$ cat src/hdl/plist_pkg.sv
// Shared types and codes for the positional list block.
package plist_pkg;

    localparam int unsigned VAL_W   = 32;
    localparam int unsigned POS_W   = 8;
    localparam int unsigned COUNT_W = 8;

    typedef enum logic [1:0] {
        OP_APPEND = 2'd0,
        OP_INSERT = 2'd1,
        OP_DELETE = 2'd2,
        OP_READ   = 2'd3
    } t_op;

    typedef enum logic [1:0] {
        ST_OK     = 2'd0,
        ST_FULL   = 2'd1,
        ST_BADPOS = 2'd2,
        ST_EMPTY  = 2'd3
    } t_status;

    typedef enum logic [7:0] {
        S_IDLE     = 8'b0000_0001,
        S_DISPATCH = 8'b0000_0010,
        S_FETCH    = 8'b0000_0100,
        S_GRAB     = 8'b0000_1000,
        S_MOVE_RD  = 8'b0001_0000,
        S_MOVE_WR  = 8'b0010_0000,
        S_PUT      = 8'b0100_0000,
        S_DONE     = 8'b1000_0000
    } t_state;

    // controller -> datapath
    typedef struct packed {
        logic accept;
        logic fetch;
        logic grab;
        logic move_wr;
        logic put;
        logic load;
    } t_cmd;

    // datapath -> controller
    typedef struct packed {
        t_op     op;
        t_status status;
        logic    last;
        logic    pos_eq_len;
    } t_stat;

endpackage

$ cat src/hdl/plist_ctrl.sv
// Sequencing state machine for the positional list block.
module plist_ctrl (
    input  logic             i_clk,
    input  logic             i_rst_n,
    input  logic             i_in_valid,
    output logic             o_in_ready,
    output logic             o_out_valid,
    input  logic             i_out_ready,
    input  plist_pkg::t_stat i_stat,
    output plist_pkg::t_cmd  o_cmd
);

    plist_pkg::t_state r_state, n_state;
    logic              r_out_valid, n_out_valid;

    always_ff @(posedge i_clk) begin
        if (!i_rst_n) begin
            r_state     <= plist_pkg::S_IDLE;
            r_out_valid <= 1'b0;
        end else begin
            r_state     <= n_state;
            r_out_valid <= n_out_valid;
        end
    end

    always_comb begin
        n_state = r_state;
        o_cmd   = '0;
        case (r_state)
            plist_pkg::S_IDLE: begin
                if (i_in_valid) begin
                    o_cmd.accept = 1'b1;
                    n_state      = plist_pkg::S_DISPATCH;
                end
            end
            plist_pkg::S_DISPATCH: begin
                if (i_stat.status != plist_pkg::ST_OK) begin
                    n_state = plist_pkg::S_DONE;
                end else begin
                    case (i_stat.op)
                        plist_pkg::OP_APPEND: n_state = plist_pkg::S_PUT;
                        plist_pkg::OP_INSERT: n_state = plist_pkg::S_MOVE_RD;
                        default:              n_state = plist_pkg::S_FETCH;
                    endcase
                end
            end
            plist_pkg::S_FETCH: begin
                o_cmd.fetch = 1'b1;
                n_state     = plist_pkg::S_GRAB;
            end
            plist_pkg::S_GRAB: begin
                o_cmd.grab = 1'b1;
                if (i_stat.op == plist_pkg::OP_DELETE && !i_stat.pos_eq_len) begin
                    n_state = plist_pkg::S_MOVE_RD;
                end else begin
                    n_state = plist_pkg::S_DONE;
                end
            end
            plist_pkg::S_MOVE_RD: begin
                n_state = plist_pkg::S_MOVE_WR;
            end
            plist_pkg::S_MOVE_WR: begin
                o_cmd.move_wr = 1'b1;
                if (!i_stat.last) begin
                    n_state = plist_pkg::S_MOVE_RD;
                end else if (i_stat.op == plist_pkg::OP_INSERT) begin
                    n_state = plist_pkg::S_PUT;
                end else begin
                    n_state = plist_pkg::S_DONE;
                end
            end
            plist_pkg::S_PUT: begin
                o_cmd.put = 1'b1;
                n_state   = plist_pkg::S_DONE;
            end
            plist_pkg::S_DONE: begin
                if (!r_out_valid || i_out_ready) begin
                    o_cmd.load = 1'b1;
                    n_state    = plist_pkg::S_IDLE;
                end
            end
            default: n_state = plist_pkg::S_IDLE;
        endcase
    end

    always_comb begin
        if (o_cmd.load) begin
            n_out_valid = 1'b1;
        end else if (i_out_ready) begin
            n_out_valid = 1'b0;
        end else begin
            n_out_valid = r_out_valid;
        end
    end

    assign o_in_ready  = (r_state == plist_pkg::S_IDLE);
    assign o_out_valid = r_out_valid;

endmodule

$ cat config.mk
export PLATFORM = sky130hd
export DESIGN_NAME = plist_ctrl
export DESIGN_NICKNAME = d
export VERILOG_FILES = /design/src/hdl/plist_pkg.sv /design/src/hdl/plist_ctrl.sv
export SDC_FILE = /design/constraint.sdc
export NUM_CORES = 1
export LEC_CHECK = 0
export ABC_AREA = 1
export BUFFER_PORTS_ARGS = -buffer_cell sky130_fd_sc_hd__clkbuf_2
export CAP_MARGIN = 20
export CORE_AREA = 2 2 44 46
export DETAILED_ROUTE_END_ITERATION = 10
export DIE_AREA = 0 0 46 48
export PLACE_DENSITY = 0.61
export SKIP_CTS_REPAIR_TIMING = 1
export SYNTH_ARGS = -nofsm -noshare
export SYNTH_HDL_FRONTEND = slang
export SYNTH_SLANG_ARGS = --single-unit
$ cat constraint.sdc
create_clock -name i_clk -period 1.9 [get_ports i_clk]
set_input_delay 0.19 -clock i_clk [delete_from_list [all_inputs] [get_ports i_clk]]
set_output_delay 0.19 -clock i_clk [all_outputs]
set_load 0.005 [all_outputs]
# == Word level (Yosys, flattened, before mapping) ==
# Cells that the tools add are included.
# Widths: inputs -> output; s select.
# word_totals
register_bits,9
inputBits,10
# classes
eq_ne,12
mux,18
reduce_logical,8
# op_table
cell,n
$pmux 8 s8,1
$mux 8,6
$pmux 7 s2,1
$mux 1,10
$eq 8x1->1 const B,1
$eq 8x2->1 const B,1
$eq 8x3->1 const B,1
$eq 8x4->1 const B,1
$eq 8x5->1 const B,1
$eq 8x6->1 const B,1
$eq 8x7->1 const B,1
$eq 8x8->1 const B,1
$ne 2x2->1 const B,2
$reduce_bool 2->1,2
$eq 2x1->1 const B,1
$eq 2x2->1 const B,1
$logic_not 1->1,2
$logic_not 2->1,1
$reduce_and 2->1,1
$logic_and 1x1->1,1
$logic_or 1x1->1,1

# == Depth between registers and ports, before layout ==
# Gate-level depths: netlist of run 1.
# depth
word_depth,5
mapped_depth,9

# == Least setup slack after synthesis of run 1 ==
# OpenSTA, ideal clock, no wires.
# synth_path
path_type,register to output
start,reg r_state[4]
end,out o_cmd[5] (netlist bit)
t_arrival_ns,0.872
required_time_ns,1.710
path_slack_ns,0.838
path_stages_with_launch,7
path_buffers,0
cell_sequence,dfxtp_1 inv_2 nand2_4 nor2_8 and2_4 inv_2 nor2_1
# synth_rtl
element,line,source
from (decl),plist_ctrl.sv:13,"plist_pkg::t_state r_state, n_state;"
from (signal assigned),plist_ctrl.sv:18,r_state <= plist_pkg::S_IDLE;
from (signal assigned),plist_ctrl.sv:21,r_state <= n_state;
to (decl),plist_ctrl.sv:10,output plist_pkg::t_cmd o_cmd

==> PnR_summary.wiki, run 1 <==
{| class="wikitable"
! Metric !! Value
|-
| Outcome || finished clean
|-
| Detail Placement HPWL || 1.00 mm
|-
| Post-layout utilization of the core || 45.5%
|-
| Netlist cell types || 19
|-
| Total routed wirelength || 1.22 mm
|-
| Setup Viol. Count Final || 0
|-
| CP max-delay cell || sky130_fd_sc_hd__dfxtp_1
|-
| Leakage power || 0.427 nW
|-
| Top cells by area in the synthesized netlist || sky130_fd_sc_hd__dfxtp_1 (28%), sky130_fd_sc_hd__nor2_1 (13%), sky130_fd_sc_hd__nand2_1 (12%), sky130_fd_sc_hd__nand2_4 (8.8%), sky130_fd_sc_hd__inv_1 (6.4%)
|-
| Area share of fa/ha/maj cells after synthesis || 0%
|-
| Number of warnings reported in the yosys synthesis log || 0
|-
| Number of synthesized register bits || 9
|-
| Iteration-0 DRC count of the detailed router || 9
|-
| Post-Syn Area per Cell || 6.50 µm²
|-
| Maximum number of pins on one net before global-route repair || 8
|-
| Fraction of final layout cells sized beyond drive strength 1 || 37.8%
|-
| Final hold vios || 0
|-
| Mean routed wirelength per cell || 8.94 µm
|-
| Total global-route track usage || 13.7%
|-
| Kind of launch point of the worst setup path || register
|-
| Total Neg Setup Slack || 0 ns
|-
| DR pass1 iterations || 4
|-
| Measured slew at the worst slew-check pin || 0.258 ns
|-
| Fraction of the mapped netlist area in compound gates || 2.72%
|-
| VDD IR-drop max || 0.000275 V
|-
| Endpoint arrival time on the critical path || 1.28 ns
|-
| Number of clock sinks seen by CTS || 9
|-
| Cell total after placement || 132
|-
| Starting density of the core || 38.1%
|-
| Critical path's top delay family || simple AND/OR/NAND/NOR gates
|-
| H-tree levels || 1
|-
| Synth Area in Simple Gates || 55.6%
|-
| Combined area of all synthesized cells || 643 µm²
|-
| Port buffer count || 17
|-
| Cell with the most instances after synthesis || sky130_fd_sc_hd__nor2_1
|-
| Full die area || 2210 µm²
|-
| Post-synth top area share || 28.0%
|-
| Type of the tightest min-delay check || in -> reg
|-
| Post-DR vias/cell || 4.49
|-
| CTS buffer count || 3
|-
| Power per cell area || 565 nW/µm²
|-
| Largest fanout on the critical path || 6
|-
| Root buffer cell || sky130_fd_sc_hd__clkbuf_4
|-
| Count of buffer and inverter cells on the critical path || 3
|-
| Post-synth top flop || sky130_fd_sc_hd__dfxtp_1
|-
| Asr flop ratio synth || 0%
|-
| Remaining routing DRC violations || 0
|-
| Data required, critical path || 1.71 ns
|-
| ANT nets after route || 0
|-
| Final critical-path required period || 1.47 ns
|-
| Clock latency reported for the late side of the worst-skew pair || 0.26 ns
|-
| Highest Clock Rate || 0.679 GHz
|-
| Filler cells || 179
|-
| Antenna violations before repair || 0
|-
| Residual overflow from global routing || 0
|-
| Syn Inst Count || 99
|-
| Share of the synthesized netlist area taken by xor and xnor gates || 0%
|-
| Peak per-stage delay on the critical path || 0.33 ns
|-
| Worst slew margin relative to its limit || 82.8%
|-
| Clock slew seen by the registers of the worst setup and hold paths || 0.06 ns
|-
| Leading cell types by count after synthesis || sky130_fd_sc_hd__nor2_1 (22), sky130_fd_sc_hd__nand2_1 (20), sky130_fd_sc_hd__inv_1 (11), sky130_fd_sc_hd__dfxtp_1 (9), sky130_fd_sc_hd__inv_2 (9)
|-
| Final antenna diode count || 0
|-
| Flop-to-flop setup slack || 0.80 ns
|-
| TritonCTS clock tree || built
|-
| Weighted congestion at the end of routability-driven global placement || 0.736
|-
| Sequential area share after synthesis || 28.0%
|-
| Crit path cell chain || inv_2 -> nand2_4 -> nor2_8 -> and2_4 -> inv_2 -> nor2_1 -> clkbuf_2
|-
| Maximum clock insertion buffer count || 2
|-
| Net count after synthesis || 109
|-
| Library cell occupying the most area in the post-synthesis netlist || sky130_fd_sc_hd__dfxtp_1
|-
| Area of the core || 1690 µm²
|-
| Share of the clock period used by the worst path || 77.5%
|-
| Number of pins with negative max-slew slack in the final report || 0
|-
| Area growth syn-to-layout || 19.5%
|-
| Vias post-DR || 611
|-
| Final net count || 130
|-
| Fraction of synthesized area in multiplexers || 0%
|-
| RSZ-0062 raised after global routing || false
|-
| Main combinational cell family by area after synthesis || simple AND/OR/NAND/NOR gates
|-
| Overall die width || 46 µm
|-
| Global-route wire length before repair || 2.08 mm
|-
| Std cell rows || 15
|-
| Number of non-filler instances in the completed layout || 136
|-
| Worst Setup End Kind || primary output
|-
| EDFF count, synth || 0
|-
| Number of I/O pins || 18
|-
| Max_cap viols || 0
|-
| Worst Path Class, Setup || reg -> out
|-
| Cell seen most often among critical-path stages || sky130_fd_sc_hd__inv_2
|-
| Clock skew || 0.00337 ns
|-
| Height of the die || 48 µm
|-
| Vias in the first global route || 527
|}
## where the power goes
part           internal [W]  switching (W)  leakage (nW)   total, W
Clock             0.0000810      0.0000681        0.0150   0.000149
Combinational     0.0000369      0.0000507         0.339  0.0000875
Sequential         0.000194     0.00000301        0.0730   0.000197
Total              0.000312       0.000122         0.427   0.000434
## state kept, by name, indices dropped and copies added (netlist names)
name         flops
o_out_valid      1
r_state          8
## layer usage
metal / track usage [%] / part of all wire, %
met4: 10.3 / 2.8
met5: 0 / 0
met2: 20.3 / 45
met3: 2.64 / 5.3
met1: 17.4 / 46
## placed cells by master, fill, tap and decap left out
cell	netlist	final
sky130_fd_sc_hd__inv_2	9	9
sky130_fd_sc_hd__clkinv_2	1	1
sky130_fd_sc_hd__nand2_4	5	5
sky130_fd_sc_hd__nand4_1	1	1
sky130_fd_sc_hd__nand2_2	2	2
sky130_fd_sc_hd__dfxtp_1	9	9
sky130_fd_sc_hd__and2_4	1	1
sky130_fd_sc_hd__inv_1	11	11
sky130_fd_sc_hd__nor3_2	1	1
sky130_fd_sc_hd__nand2_1	20	20
sky130_fd_sc_hd__nand3b_1	1	1
sky130_fd_sc_hd__o22ai_2	1	1
sky130_fd_sc_hd__clkbuf_1	0	1
sky130_fd_sc_hd__clkbuf_4	0	3
sky130_fd_sc_hd__nor2_8	2	2
sky130_fd_sc_hd__clkbuf_2	0	17
sky130_fd_sc_hd__nor2_2	3	3
sky130_fd_sc_hd__nor3_1	1	1
sky130_fd_sc_hd__nor2_1	22	22
sky130_fd_sc_hd__nand3_1	7	7
sky130_fd_sc_hd__a21oi_1	1	1
## cell type report
class | instances | area [µm²] | share of cell area [%]
clock buffer | 4 | 26.3 | 3.42
sequential | 9 | 180 | 23.5
tap | 17 | 21.3 | 2.77
inverter | 21 | 80.1 | 10.4
timing repair buffer | 17 | 85.1 | 11.1
multi-input combinational | 68 | 375 | 48.9
## through the flow
stage                     hold slack, ns  power, W  setup slack (ns)  cell area (µm²)
final                              0.128  0.000434             0.427              768
after global routing               0.138  0.000461             0.323              768
after CTS                          0.121  0.000441             0.417              768
after detailed placement           0.397  0.000290             0.705              742
after global placement             0.397  0.000288             0.721              742
after floorplan                    0.274  0.000264             0.838              643
## final timing paths
check              startpoint  cells past startpoint          end
hold / removal        i_rst_n                      2   r_state[0]
hold reg to reg   o_out_valid                      4  o_out_valid
setup / recovery   r_state[4]                      7     o_cmd[5]
setup reg to reg   r_state[6]                      9   r_state[7]
## cell families after synthesis
group | after synthesis
buffers and inverters | 22
AND/OR/NAND/NOR | 66
flip-flops | 9
AO/OA/AOI/OAI | 2
Note: power is estimated with default switching activity, not from simulation.
==> run 2: changes to the inputs <==
--- a/config.mk
+++ b/config.mk
@@ -5,13 +5,13 @@
 export SDC_FILE = /design/constraint.sdc
 export NUM_CORES = 1
 export LEC_CHECK = 0
-export ABC_AREA = 1
+export ABC_AREA = 0
 export BUFFER_PORTS_ARGS = -buffer_cell sky130_fd_sc_hd__clkbuf_2
 export CAP_MARGIN = 20
-export CORE_AREA = 2 2 44 46
+export CORE_AREA = 2 2 42 44
 export DETAILED_ROUTE_END_ITERATION = 10
-export DIE_AREA = 0 0 46 48
-export PLACE_DENSITY = 0.61
+export DIE_AREA = 0 0 44 46
+export PLACE_DENSITY = 0.63
 export SKIP_CTS_REPAIR_TIMING = 1
 export SYNTH_ARGS = -nofsm -noshare
 export SYNTH_HDL_FRONTEND = slang
==> constraint.sdc (replaced) <==
create_clock -name i_clk -period 1.48 [get_ports i_clk]
set_input_delay 0.148 -clock i_clk [delete_from_list [all_inputs] [get_ports i_clk]]
set_output_delay 0.148 -clock i_clk [all_outputs]
set_load 0.005 [all_outputs]
==> run 2 against run 1 <==
Compared with the run above: the flow now finishes with violations (setup timing); synthesized cell count is 27% lower; global-route usage is 1.5 points higher; sequential power up 30%; hold slack lost 0.032 ns; combinational power up 30%; routed wire length is 24% higher; total power up 31%; sequential cell count did not move; register-to-register slack worse by 0.85 ns; cell area increased by 9.9%; die area down 8.3%; clock skew decreased by 0.0023 ns.
==> PnR_summary.wiki, run 2 <==
{| class="wikitable"
! Metric !! Value
|-
| Post-DR vias/cell || 5.47 (was 4.49)
|-
| Net count after synthesis || 82 (was 109)
|-
| Met1 wire length || 711 µm (was 564 µm)
|-
| Std cell rows || 15 (unchanged)
|-
| Met3 WL || 53 µm (was 64 µm)
|-
| Iteration-0 DRC count of the detailed router || 10 (was 9)
|-
| Number of clock sinks seen by CTS || 9 (unchanged)
|-
| Final antenna diode count || 0 (unchanged)
|-
| Full die area || 2020 µm² (was 2210 µm²)
|-
| Library cell occupying the most area in the post-synthesis netlist || sky130_fd_sc_hd__dfxtp_1 (unchanged)
|-
| Fraction of final layout cells sized beyond drive strength 1 || 47.0% (was 37.8%)
|-
| Final net count || 111 (was 130)
|-
| Port buffer count || 17 (unchanged)
|-
| Total routed wirelength || 1.51 mm (was 1.22 mm)
|-
| Remaining routing DRC violations || 0 (unchanged)
|-
| RR Endpoint || r_state[6] (was r_state[7])
|-
| Final critical-path required period || 1.63 ns
|-
| Endpoint arrival time on the critical path || 1.48 ns (was 1.28 ns)
|-
| Residual overflow from global routing || 0 (unchanged)
|-
| Starting density of the core || 36.7% (was 38.1%)
|-
| VDD IR-drop max || 0.000362 V (was 0.000275 V)
|-
| Layout Cell Area excl Fill || 845 µm² (was 768 µm²)
|-
| Cell with the most instances after synthesis || sky130_fd_sc_hd__nor2_1 (unchanged)
|-
| Largest Register || r_state (unchanged)
|-
| TritonCTS clock tree || built (unchanged)
|-
| Global-route wire length before repair || 2.18 mm (was 2.08 mm)
|-
| Post-synth top area share || 30.4% (was 28.0%)
|-
| EDFF count, synth || 0 (unchanged)
|-
| Clock slew seen by the registers of the worst setup and hold paths || 0.06 ns (about the same)
|-
| Outcome || complete, but fails checks (was finished clean)
|-
| Worst slew margin relative to its limit || 76.4% (was 82.8%)
|-
| Syn Inst Count || 72 (was 99)
|-
| Leading cell types by count after synthesis || sky130_fd_sc_hd__nor2_1 (11), sky130_fd_sc_hd__dfxtp_1 (9), sky130_fd_sc_hd__nor2b_1 (6), sky130_fd_sc_hd__nand3_1 (5) (was sky130_fd_sc_hd__nor2_1 (22), sky130_fd_sc_hd__nand2_1 (20), sky130_fd_sc_hd__inv_1 (11), sky130_fd_sc_hd__dfxtp_1 (9), sky130_fd_sc_hd__inv_2 (9))
|-
| Area growth syn-to-layout || 42.7% (was 19.5%)
|-
| Mean routed wirelength per cell || 12.9 µm (was 8.94 µm)
|-
| Number of non-filler instances in the completed layout || 117 (was 136)
|-
| Overall die width || 44 µm (was 46 µm)
|-
| Weighted congestion at the end of routability-driven global placement || 0.776 (was 0.736)
|-
| Max_cap viols || 0 (unchanged)
|-
| Largest fanout on the critical path || 5 (was 6)
|-
| Cell total after placement || 106 (was 132)
|-
| Vias in the first global route || 536 (was 527)
|-
| Type of the tightest min-delay check || in -> reg (unchanged)
|-
| Worst Path Class, Setup || reg -> out (unchanged)
|-
| Metal2 WL || 711 µm (was 552 µm)
|-
| Vias post-DR || 640 (was 611)
|-
| Height of the die || 46 µm (was 48 µm)
|-
| Max reg flops || 8 (unchanged)
|-
| Post-synth top flop || sky130_fd_sc_hd__dfxtp_1 (unchanged)
|-
| Kind of launch point of the worst setup path || register (unchanged)
|-
| Power per cell area || 673 nW/µm² (was 565 nW/µm²)
|-
| ANT nets after route || 0 (unchanged)
|-
| Highest Clock Rate || 0.613 GHz
|-
| Worst setup path end || o_cmd[2] (was o_cmd[5])
|-
| Antenna violations before repair || 0 (unchanged)
|-
| Top cells by area in the synthesized netlist || sky130_fd_sc_hd__dfxtp_1 (30%), sky130_fd_sc_hd__nor4_4 (7.2%), sky130_fd_sc_hd__nor2_1 (7.0%), sky130_fd_sc_hd__nor2b_1 (6.3%), sky130_fd_sc_hd__nand4b_1 (5.9%) (was sky130_fd_sc_hd__dfxtp_1 (28%), sky130_fd_sc_hd__nor2_1 (13%), sky130_fd_sc_hd__nand2_1 (12%), sky130_fd_sc_hd__nand2_4 (8.8%), sky130_fd_sc_hd__inv_1 (6.4%))
|-
| Worst Setup End Kind || primary output (unchanged)
|-
| Maximum clock insertion buffer count || 2 (unchanged)
|-
| Measured slew at the worst slew-check pin || 0.352 ns (was 0.258 ns)
|-
| Clock skew || 0.00111 ns (was 0.00337 ns)
|-
| Number of synthesized register bits || 9 (unchanged)
|-
| Depth of the most critical reg-to-reg path || 7 (was 9)
|-
| H-tree levels || 1 (unchanged)
|-
| Highest layer used for signal routing || met4 (unchanged)
|-
| Setup WS post-layout || -0.151 ns (was 0.427 ns)
|-
| Sequential area share after synthesis || 30.4% (was 28.0%)
|-
| Area of the core || 1610 µm² (was 1690 µm²)
|-
| CTS buffer count || 3 (unchanged)
|-
| Maximum number of pins on one net before global-route repair || 10 (was 8)
|-
| Launching instance or port of the critical path || r_state[1] (was r_state[4])
|-
| Post-placement cell area || 704 µm² (was 742 µm²)
|-
| Netlist cell types || 29 (was 19)
|-
| Number of pins with negative max-slew slack in the final report || 0 (unchanged)
|-
| Total global-route track usage || 15.1% (was 13.7%)
|-
| Asr flop ratio synth || 0% (unchanged)
|-
| Number of I/O pins || 18 (unchanged)
|-
| Most common library cell in the layout ignoring fill and taps || sky130_fd_sc_hd__clkbuf_2 (was sky130_fd_sc_hd__nor2_1)
|-
| Detail Placement HPWL || 1.06 mm (was 1.00 mm)
|-
| Leakage power || 0.422 nW (was 0.427 nW)
|-
| DR pass1 iterations || 4 (unchanged)
|-
| Violations in the final reports || setup timing
|-
| Root buffer cell || sky130_fd_sc_hd__clkbuf_4 (unchanged)
|-
| Share of the clock period used by the worst path || 110%
|-
| Number of warnings reported in the yosys synthesis log || 0 (unchanged)
|-
| RSZ-0062 raised after global routing || true (was false)
|-
| Post-Syn Area per Cell || 8.22 µm² (was 6.50 µm²)
|-
| Flop-to-flop setup slack || -0.05 ns (was 0.80 ns)
|-
| Clock latency reported for the late side of the worst-skew pair || 0.27 ns (was 0.26 ns)
|-
| Final hold vios || 0 (unchanged)
|-
| Setup Viol. Count Final || 8 (was 0)
|-
| Combined area of all synthesized cells || 592 µm² (was 643 µm²)
|-
| Highest-count cells in the layout ignoring fill and taps || sky130_fd_sc_hd__clkbuf_2 (15), sky130_fd_sc_hd__nor2_1 (9), sky130_fd_sc_hd__buf_4 (8), sky130_fd_sc_hd__nor2b_1 (6) (was sky130_fd_sc_hd__nor2_1 (22), sky130_fd_sc_hd__nand2_1 (20), sky130_fd_sc_hd__clkbuf_2 (17), sky130_fd_sc_hd__inv_1 (11))
|-
| Data required, critical path || 1.33 ns (was 1.71 ns)
|-
| Launch instance of the worst register-to-register path || r_state[1] (was r_state[6])
|}
-- run 2: changes by cell type after synthesis, sizes merged, moves of 2 or more --
cell / previous run / this run
inv: 20 / 4
and3: 0 / 4
nand2: 27 / 3
o21a: 0 / 2
nand4b: 0 / 4
nor4: 0 / 2
buf: 1 / 3
nor2b: 0 / 6
nand4: 1 / 4
xor2: 0 / 2
nor2: 27 / 11
-- run 2: logic make-up after synthesis --
| logic type | Yosys count | synth area share [%] |
|---|---|---|
| compound gates | 8 | 10.4 |
| xor+xnor | 2 | 2.96 |
| buf+inv | 7 | 5.28 |
| flops | 9 | 30.4 |
| simple gates | 46 | 51.0 |
-- run 2: final cells by class --
cell class	count	area, µm²
sequential	9	191
timing repair buffer	27	174
inverter	4	15.0
fill	163	769
clock buffer	4	26.3
multi-input combinational	56	417
tap	17	21.3
-- run 2: stage by stage --
stage / utilization (%) / setup WS, ns / TNS, ns / total power, W / hold WS [ns]
2_1_floorplan: - / 0.136 / 0 / 0.000317 / 0.262
3_3_place_gp: 43.6 / 0.0798 / 0 / 0.000349 / 0.388
3_5_place_dp: 43.6 / 0.0928 / 0 / 0.000350 / 0.389
4_1_cts: 45.3 / -0.202 / -1.00 / 0.000550 / 0.0996
5_1_grt: 52.3 / -0.215 / -1.47 / 0.000594 / 0.119
6_report: 52.3 / -0.151 / -0.813 / 0.000568 / 0.0968
-- run 2: worst min path at each step --
stage / from / end / slack [ns] / cells after the start
CTS: i_stat[5] / r_state[2] / 0.1 / 3
global placement: i_stat[5] / r_state[2] / 0.39 / 3
floorplan: i_stat[5] / r_state[2] / 0.26 / 2
global route: i_stat[5] / r_state[2] / 0.12 / 3
finish: i_stat[5] / r_state[2] / 0.1 / 3
detailed placement: i_stat[5] / r_state[2] / 0.39 / 3
-- run 2: layer usage --
| metal | GRT usage, % | up-vias |
|---|---|---|
| met4 | 10.9 | 0 |
| met1 | 17.5 | 301 |
| met3 | 2.38 | 4 |
| met5 | 0 | - |
| li1 | - | 319 |
| met2 | 25.3 | 16 |
-- run 2: critical path, cell delays in order (launching register included) --
cell and delay (ns):
sky130_fd_sc_hd__dfxtp_4 0.36, sky130_fd_sc_hd__nor4_4 0.39, sky130_fd_sc_hd__buf_4 0.20, sky130_fd_sc_hd__nand3_4 0.09, sky130_fd_sc_hd__inv_2 0.07, sky130_fd_sc_hd__clkbuf_2 0.10
-- run 2: report_power, final --
| group | switching, W | internal (W) | total, W |
|---|---|---|---|
| Clock | 0.0000933 | 0.000104 | 0.000198 |
| Combinational | 0.0000550 | 0.0000595 | 0.000114 |
| Sequential | 0.00000931 | 0.000247 | 0.000256 |
| Total | 0.000158 | 0.000410 | 0.000568 |
==> run 3: changes to the inputs <==
--- a/config.mk
+++ b/config.mk
@@ -5,13 +5,13 @@
 export SDC_FILE = /design/constraint.sdc
 export NUM_CORES = 1
 export LEC_CHECK = 0
-export ABC_AREA = 0
+export ABC_AREA = 1
 export BUFFER_PORTS_ARGS = -buffer_cell sky130_fd_sc_hd__clkbuf_2
 export CAP_MARGIN = 20
-export CORE_AREA = 2 2 42 44
+export CORE_AREA = 2 2 44 46
 export DETAILED_ROUTE_END_ITERATION = 10
-export DIE_AREA = 0 0 44 46
-export PLACE_DENSITY = 0.63
+export DIE_AREA = 0 0 46 48
+export PLACE_DENSITY = 0.61
 export SKIP_CTS_REPAIR_TIMING = 1
 export SYNTH_ARGS = -nofsm -noshare
 export SYNTH_HDL_FRONTEND = slang
==> run 3 against run 2 <==
Compared with the run above: the run now ends clean; total power hardly changed; hold slack got worse by 0.011 ns; sequential cell count did not move; clock-buffer cell count did not move; clock power is 3% lower; largest cell class unchanged; highest routed layer unchanged.
==> PnR_summary.wiki, run 3 (same netlist as run 1, synthesis figures left out) <==
{| class="wikitable"
! Metric !! Value
|-
| Most common library cell in the layout ignoring fill and taps || sky130_fd_sc_hd__nor2_1 (was sky130_fd_sc_hd__clkbuf_2)
|-
| Remaining routing DRC violations || 0 (unchanged)
|-
| Setup Viol. Count Final || 0 (was 8)
|-
| DR pass1 iterations || 4 (unchanged)
|-
| Number of clock sinks seen by CTS || 9 (unchanged)
|-
| Std cell rows || 15 (unchanged)
|-
| Measured slew at the worst slew-check pin || 0.262 ns (was 0.352 ns)
|-
| Total routed wirelength || 1.24 mm (was 1.51 mm)
|-
| Full die area || 2210 µm² (was 2020 µm²)
|-
| RSZ-0062 raised after global routing || true (unchanged)
|-
| Endpoint arrival time on the critical path || 1.27 ns (was 1.48 ns)
|-
| Fraction of final layout cells sized beyond drive strength 1 || 42.1% (was 47.0%)
|-
| Max reg flops || 8 (unchanged)
|-
| Clock slew seen by the registers of the worst setup and hold paths || 0.06 ns (about the same)
|-
| Peak per-stage delay on the critical path || 0.33 ns (was 0.39 ns)
|-
| Antenna violations before repair || 0 (unchanged)
|-
| Iteration-0 DRC count of the detailed router || 9 (was 10)
|-
| VDD IR-drop max || 0.000355 V (was 0.000362 V)
|-
| CP max-delay cell || sky130_fd_sc_hd__dfxtp_2 (was sky130_fd_sc_hd__nor4_4)
|-
| Outcome || finished clean (was complete, but fails checks)
|-
| Final Hold Slack || 0.0863 ns (was 0.0968 ns)
|-
| Height of the die || 48 µm (was 46 µm)
|-
| Met2 demand-to-capacity share in global routing || 20.3% (was 25.3%)
|-
| Levels on crit path || 7 (was 5)
|-
| Crit path cell chain || inv_2 -> nand2_4 -> nor2_8 -> and2_4 -> inv_2 -> nor2_1 -> buf_2 (was nor4_4 -> buf_4 -> nand3_4 -> inv_2 -> clkbuf_2)
|-
| Clock latency reported for the late side of the worst-skew pair || 0.26 ns (was 0.27 ns)
|-
| Vias in the first global route || 527 (was 536)
|-
| Number of pins with negative max-slew slack in the final report || 0 (unchanged)
|-
| Highest Clock Rate || 0.706 GHz (was 0.613 GHz)
|-
| Maximum number of pins on one net before global-route repair || 8 (was 10)
|-
| Leakage power || 0.437 nW (was 0.422 nW)
|-
| Highest-count cells in the layout ignoring fill and taps || sky130_fd_sc_hd__nor2_1 (21), sky130_fd_sc_hd__nand2_1 (20), sky130_fd_sc_hd__clkbuf_2 (16), sky130_fd_sc_hd__inv_1 (10), sky130_fd_sc_hd__inv_2 (10) (was sky130_fd_sc_hd__clkbuf_2 (15), sky130_fd_sc_hd__nor2_1 (9), sky130_fd_sc_hd__buf_4 (8), sky130_fd_sc_hd__nor2b_1 (6))
|-
| Type of the tightest min-delay check || in -> reg (unchanged)
|-
| Weighted congestion at the end of routability-driven global placement || 0.736 (was 0.776)
|-
| Global routing's busiest layer || met2 (unchanged)
|-
| Largest Register || r_state (unchanged)
|-
| Post-DR vias/cell || 4.46 (was 5.47)
|-
| Worst slew margin relative to its limit || 82.5% (was 76.4%)
|-
| Cell seen most often among critical-path stages || sky130_fd_sc_hd__inv_2
|-
| Kind of launch point of the worst setup path || register (unchanged)
|-
| Power per cell area || 721 nW/µm² (was 673 nW/µm²)
|-
| Area of the core || 1690 µm² (was 1610 µm²)
|-
| Area growth syn-to-layout || 22.6% (was 42.7%)
|-
| Clock skew || 0.00302 ns (was 0.00111 ns)
|-
| Maximum clock insertion buffer count || 2 (unchanged)
|-
| Total global-route track usage || 13.7% (was 15.1%)
|-
| Mean routed wirelength per cell || 8.99 µm (was 12.9 µm)
|-
| Port buffer count || 17 (unchanged)
|-
| Largest fanout on the critical path || 6 (was 5)
|-
| Final antenna diode count || 0 (unchanged)
|-
| Global-route track usage on met1 || 17.4% (was 17.5%)
|-
| Final net count || 132 (was 111)
|-
| Max_cap viols || 0 (unchanged)
|-
| Data required, critical path || 1.33 ns (about the same)
|-
| Count of buffer and inverter cells on the critical path || 3 (unchanged)
|-
| H-tree levels || 1 (unchanged)
|-
| Overall die width || 46 µm (was 44 µm)
|-
| Worst Setup End Kind || primary output (unchanged)
|-
| Global-route wire length before repair || 2.08 mm (was 2.18 mm)
|-
| Total Power || 0.000568 W (about the same)
|-
| Critical path's top delay family || simple AND/OR/NAND/NOR gates (unchanged)
|-
| Number of I/O pins || 18 (unchanged)
|-
| Filler cells || 173 (was 163)
|-
| Total Neg Setup Slack || 0 ns (was -0.813 ns)
|-
| Vias post-DR || 616 (was 640)
|-
| Root buffer cell || sky130_fd_sc_hd__clkbuf_4 (unchanged)
|-
| Met3 usage in global routing || 2.64% (was 2.38%)
|-
| Final critical-path required period || 1.42 ns (was 1.63 ns)
|-
| TritonCTS clock tree || built (unchanged)
|-
| ANT nets after route || 0 (unchanged)
|-
| Starting density of the core || 38.1% (was 36.7%)
|-
| Share of the clock period used by the worst path || 95.7% (was 110%)
|-
| CTS buffer count || 3 (unchanged)
|-
| Detail Placement HPWL || 1.00 mm (was 1.06 mm)
|-
| Final hold vios || 0 (unchanged)
|-
| Depth of the most critical reg-to-reg path || 10 (was 7)
|-
| Worst Path Class, Setup || reg -> out (unchanged)
|-
| Hold Path Cell Cnt || 2 (was 3)
|-
| Residual overflow from global routing || 0 (unchanged)
|}
## run 3: changes by cell type in the layout (fill, tap and decap cells not counted), moves of 3 or more
| cell | delta |
|---|---|
| sky130_fd_sc_hd__and3_1 | -3 |
| sky130_fd_sc_hd__buf_4 | -6 |
| sky130_fd_sc_hd__buf_6 | -3 |
| sky130_fd_sc_hd__dfxtp_1 | +3 |
| sky130_fd_sc_hd__inv_1 | +7 |
| sky130_fd_sc_hd__inv_2 | +9 |
| sky130_fd_sc_hd__nand2_1 | +17 |
| sky130_fd_sc_hd__nand2_4 | +5 |
| sky130_fd_sc_hd__nand3_1 | +3 |
| sky130_fd_sc_hd__nand4b_1 | -4 |
| sky130_fd_sc_hd__nor2_1 | +12 |
| sky130_fd_sc_hd__nor2b_1 | -6 |
## run 3: final timing paths
kind | endpoint | slack, ns | start
worst max-delay path | o_cmd[5] | 0.06 | r_state[6]
worst min-delay path | r_state[0] | 0.09 | i_rst_n
worst max register to register | r_state[7] | 0.38 | r_state[7]
worst min register to register | o_out_valid | 0.58 | o_out_valid
## run 3: worst register-to-register path, cell delays in order (launching register included)
cell and delay (ns):
sky130_fd_sc_hd__dfxtp_2 0.33, sky130_fd_sc_hd__inv_2 0.05, sky130_fd_sc_hd__buf_4 0.12, sky130_fd_sc_hd__nand2_1 0.04, sky130_fd_sc_hd__nor2_1 0.04, sky130_fd_sc_hd__nand2_1 0.11
sky130_fd_sc_hd__nand2_1 0.06, sky130_fd_sc_hd__nor2_1 0.08, sky130_fd_sc_hd__nand3_1 0.07, sky130_fd_sc_hd__nand2_1 0.06, sky130_fd_sc_hd__inv_1 0.03
## run 3: area by class of cell
cell class | instances | area (µm²) | share of cell area, %
tap | 17 | 21.3 | 2.70
sequential | 9 | 183 | 23.2
timing repair buffer | 19 | 100 | 12.7
clock buffer | 4 | 26.3 | 3.33
multi-input combinational | 68 | 378 | 47.9
inverter | 21 | 80.1 | 10.2
## run 3: stage by stage
stage / utilization [%] / instances / instance area, µm² / worst slack, ns
after floorplan: - / 99 / 643 / 0.460
after global placement: 43.9 / 132 / 742 / 0.343
after detailed placement: 43.9 / 132 / 742 / 0.327
after CTS: 45.5 / 136 / 768 / 0.0390
after global routing: 46.7 / 138 / 788 / -0.0106
final: 46.7 / 138 / 788 / 0.0631
## run 3: power breakdown
part / switching [W] / internal [W]
logic: 0.0000678 / 0.0000551
registers: 0.00000422 / 0.000249
clock network: 0.0000878 / 0.000104
total: 0.000160 / 0.000408
## run 3: per-layer routing
layer / share of wire, % / vias up / wire (µm)
li1: - / 336 / -
met1: 46 / 256 / 574
met2: 45 / 19 / 564
met3: 5.2 / 5 / 64
met4: 3.0 / 0 / 37
met5: 0 / - / 0
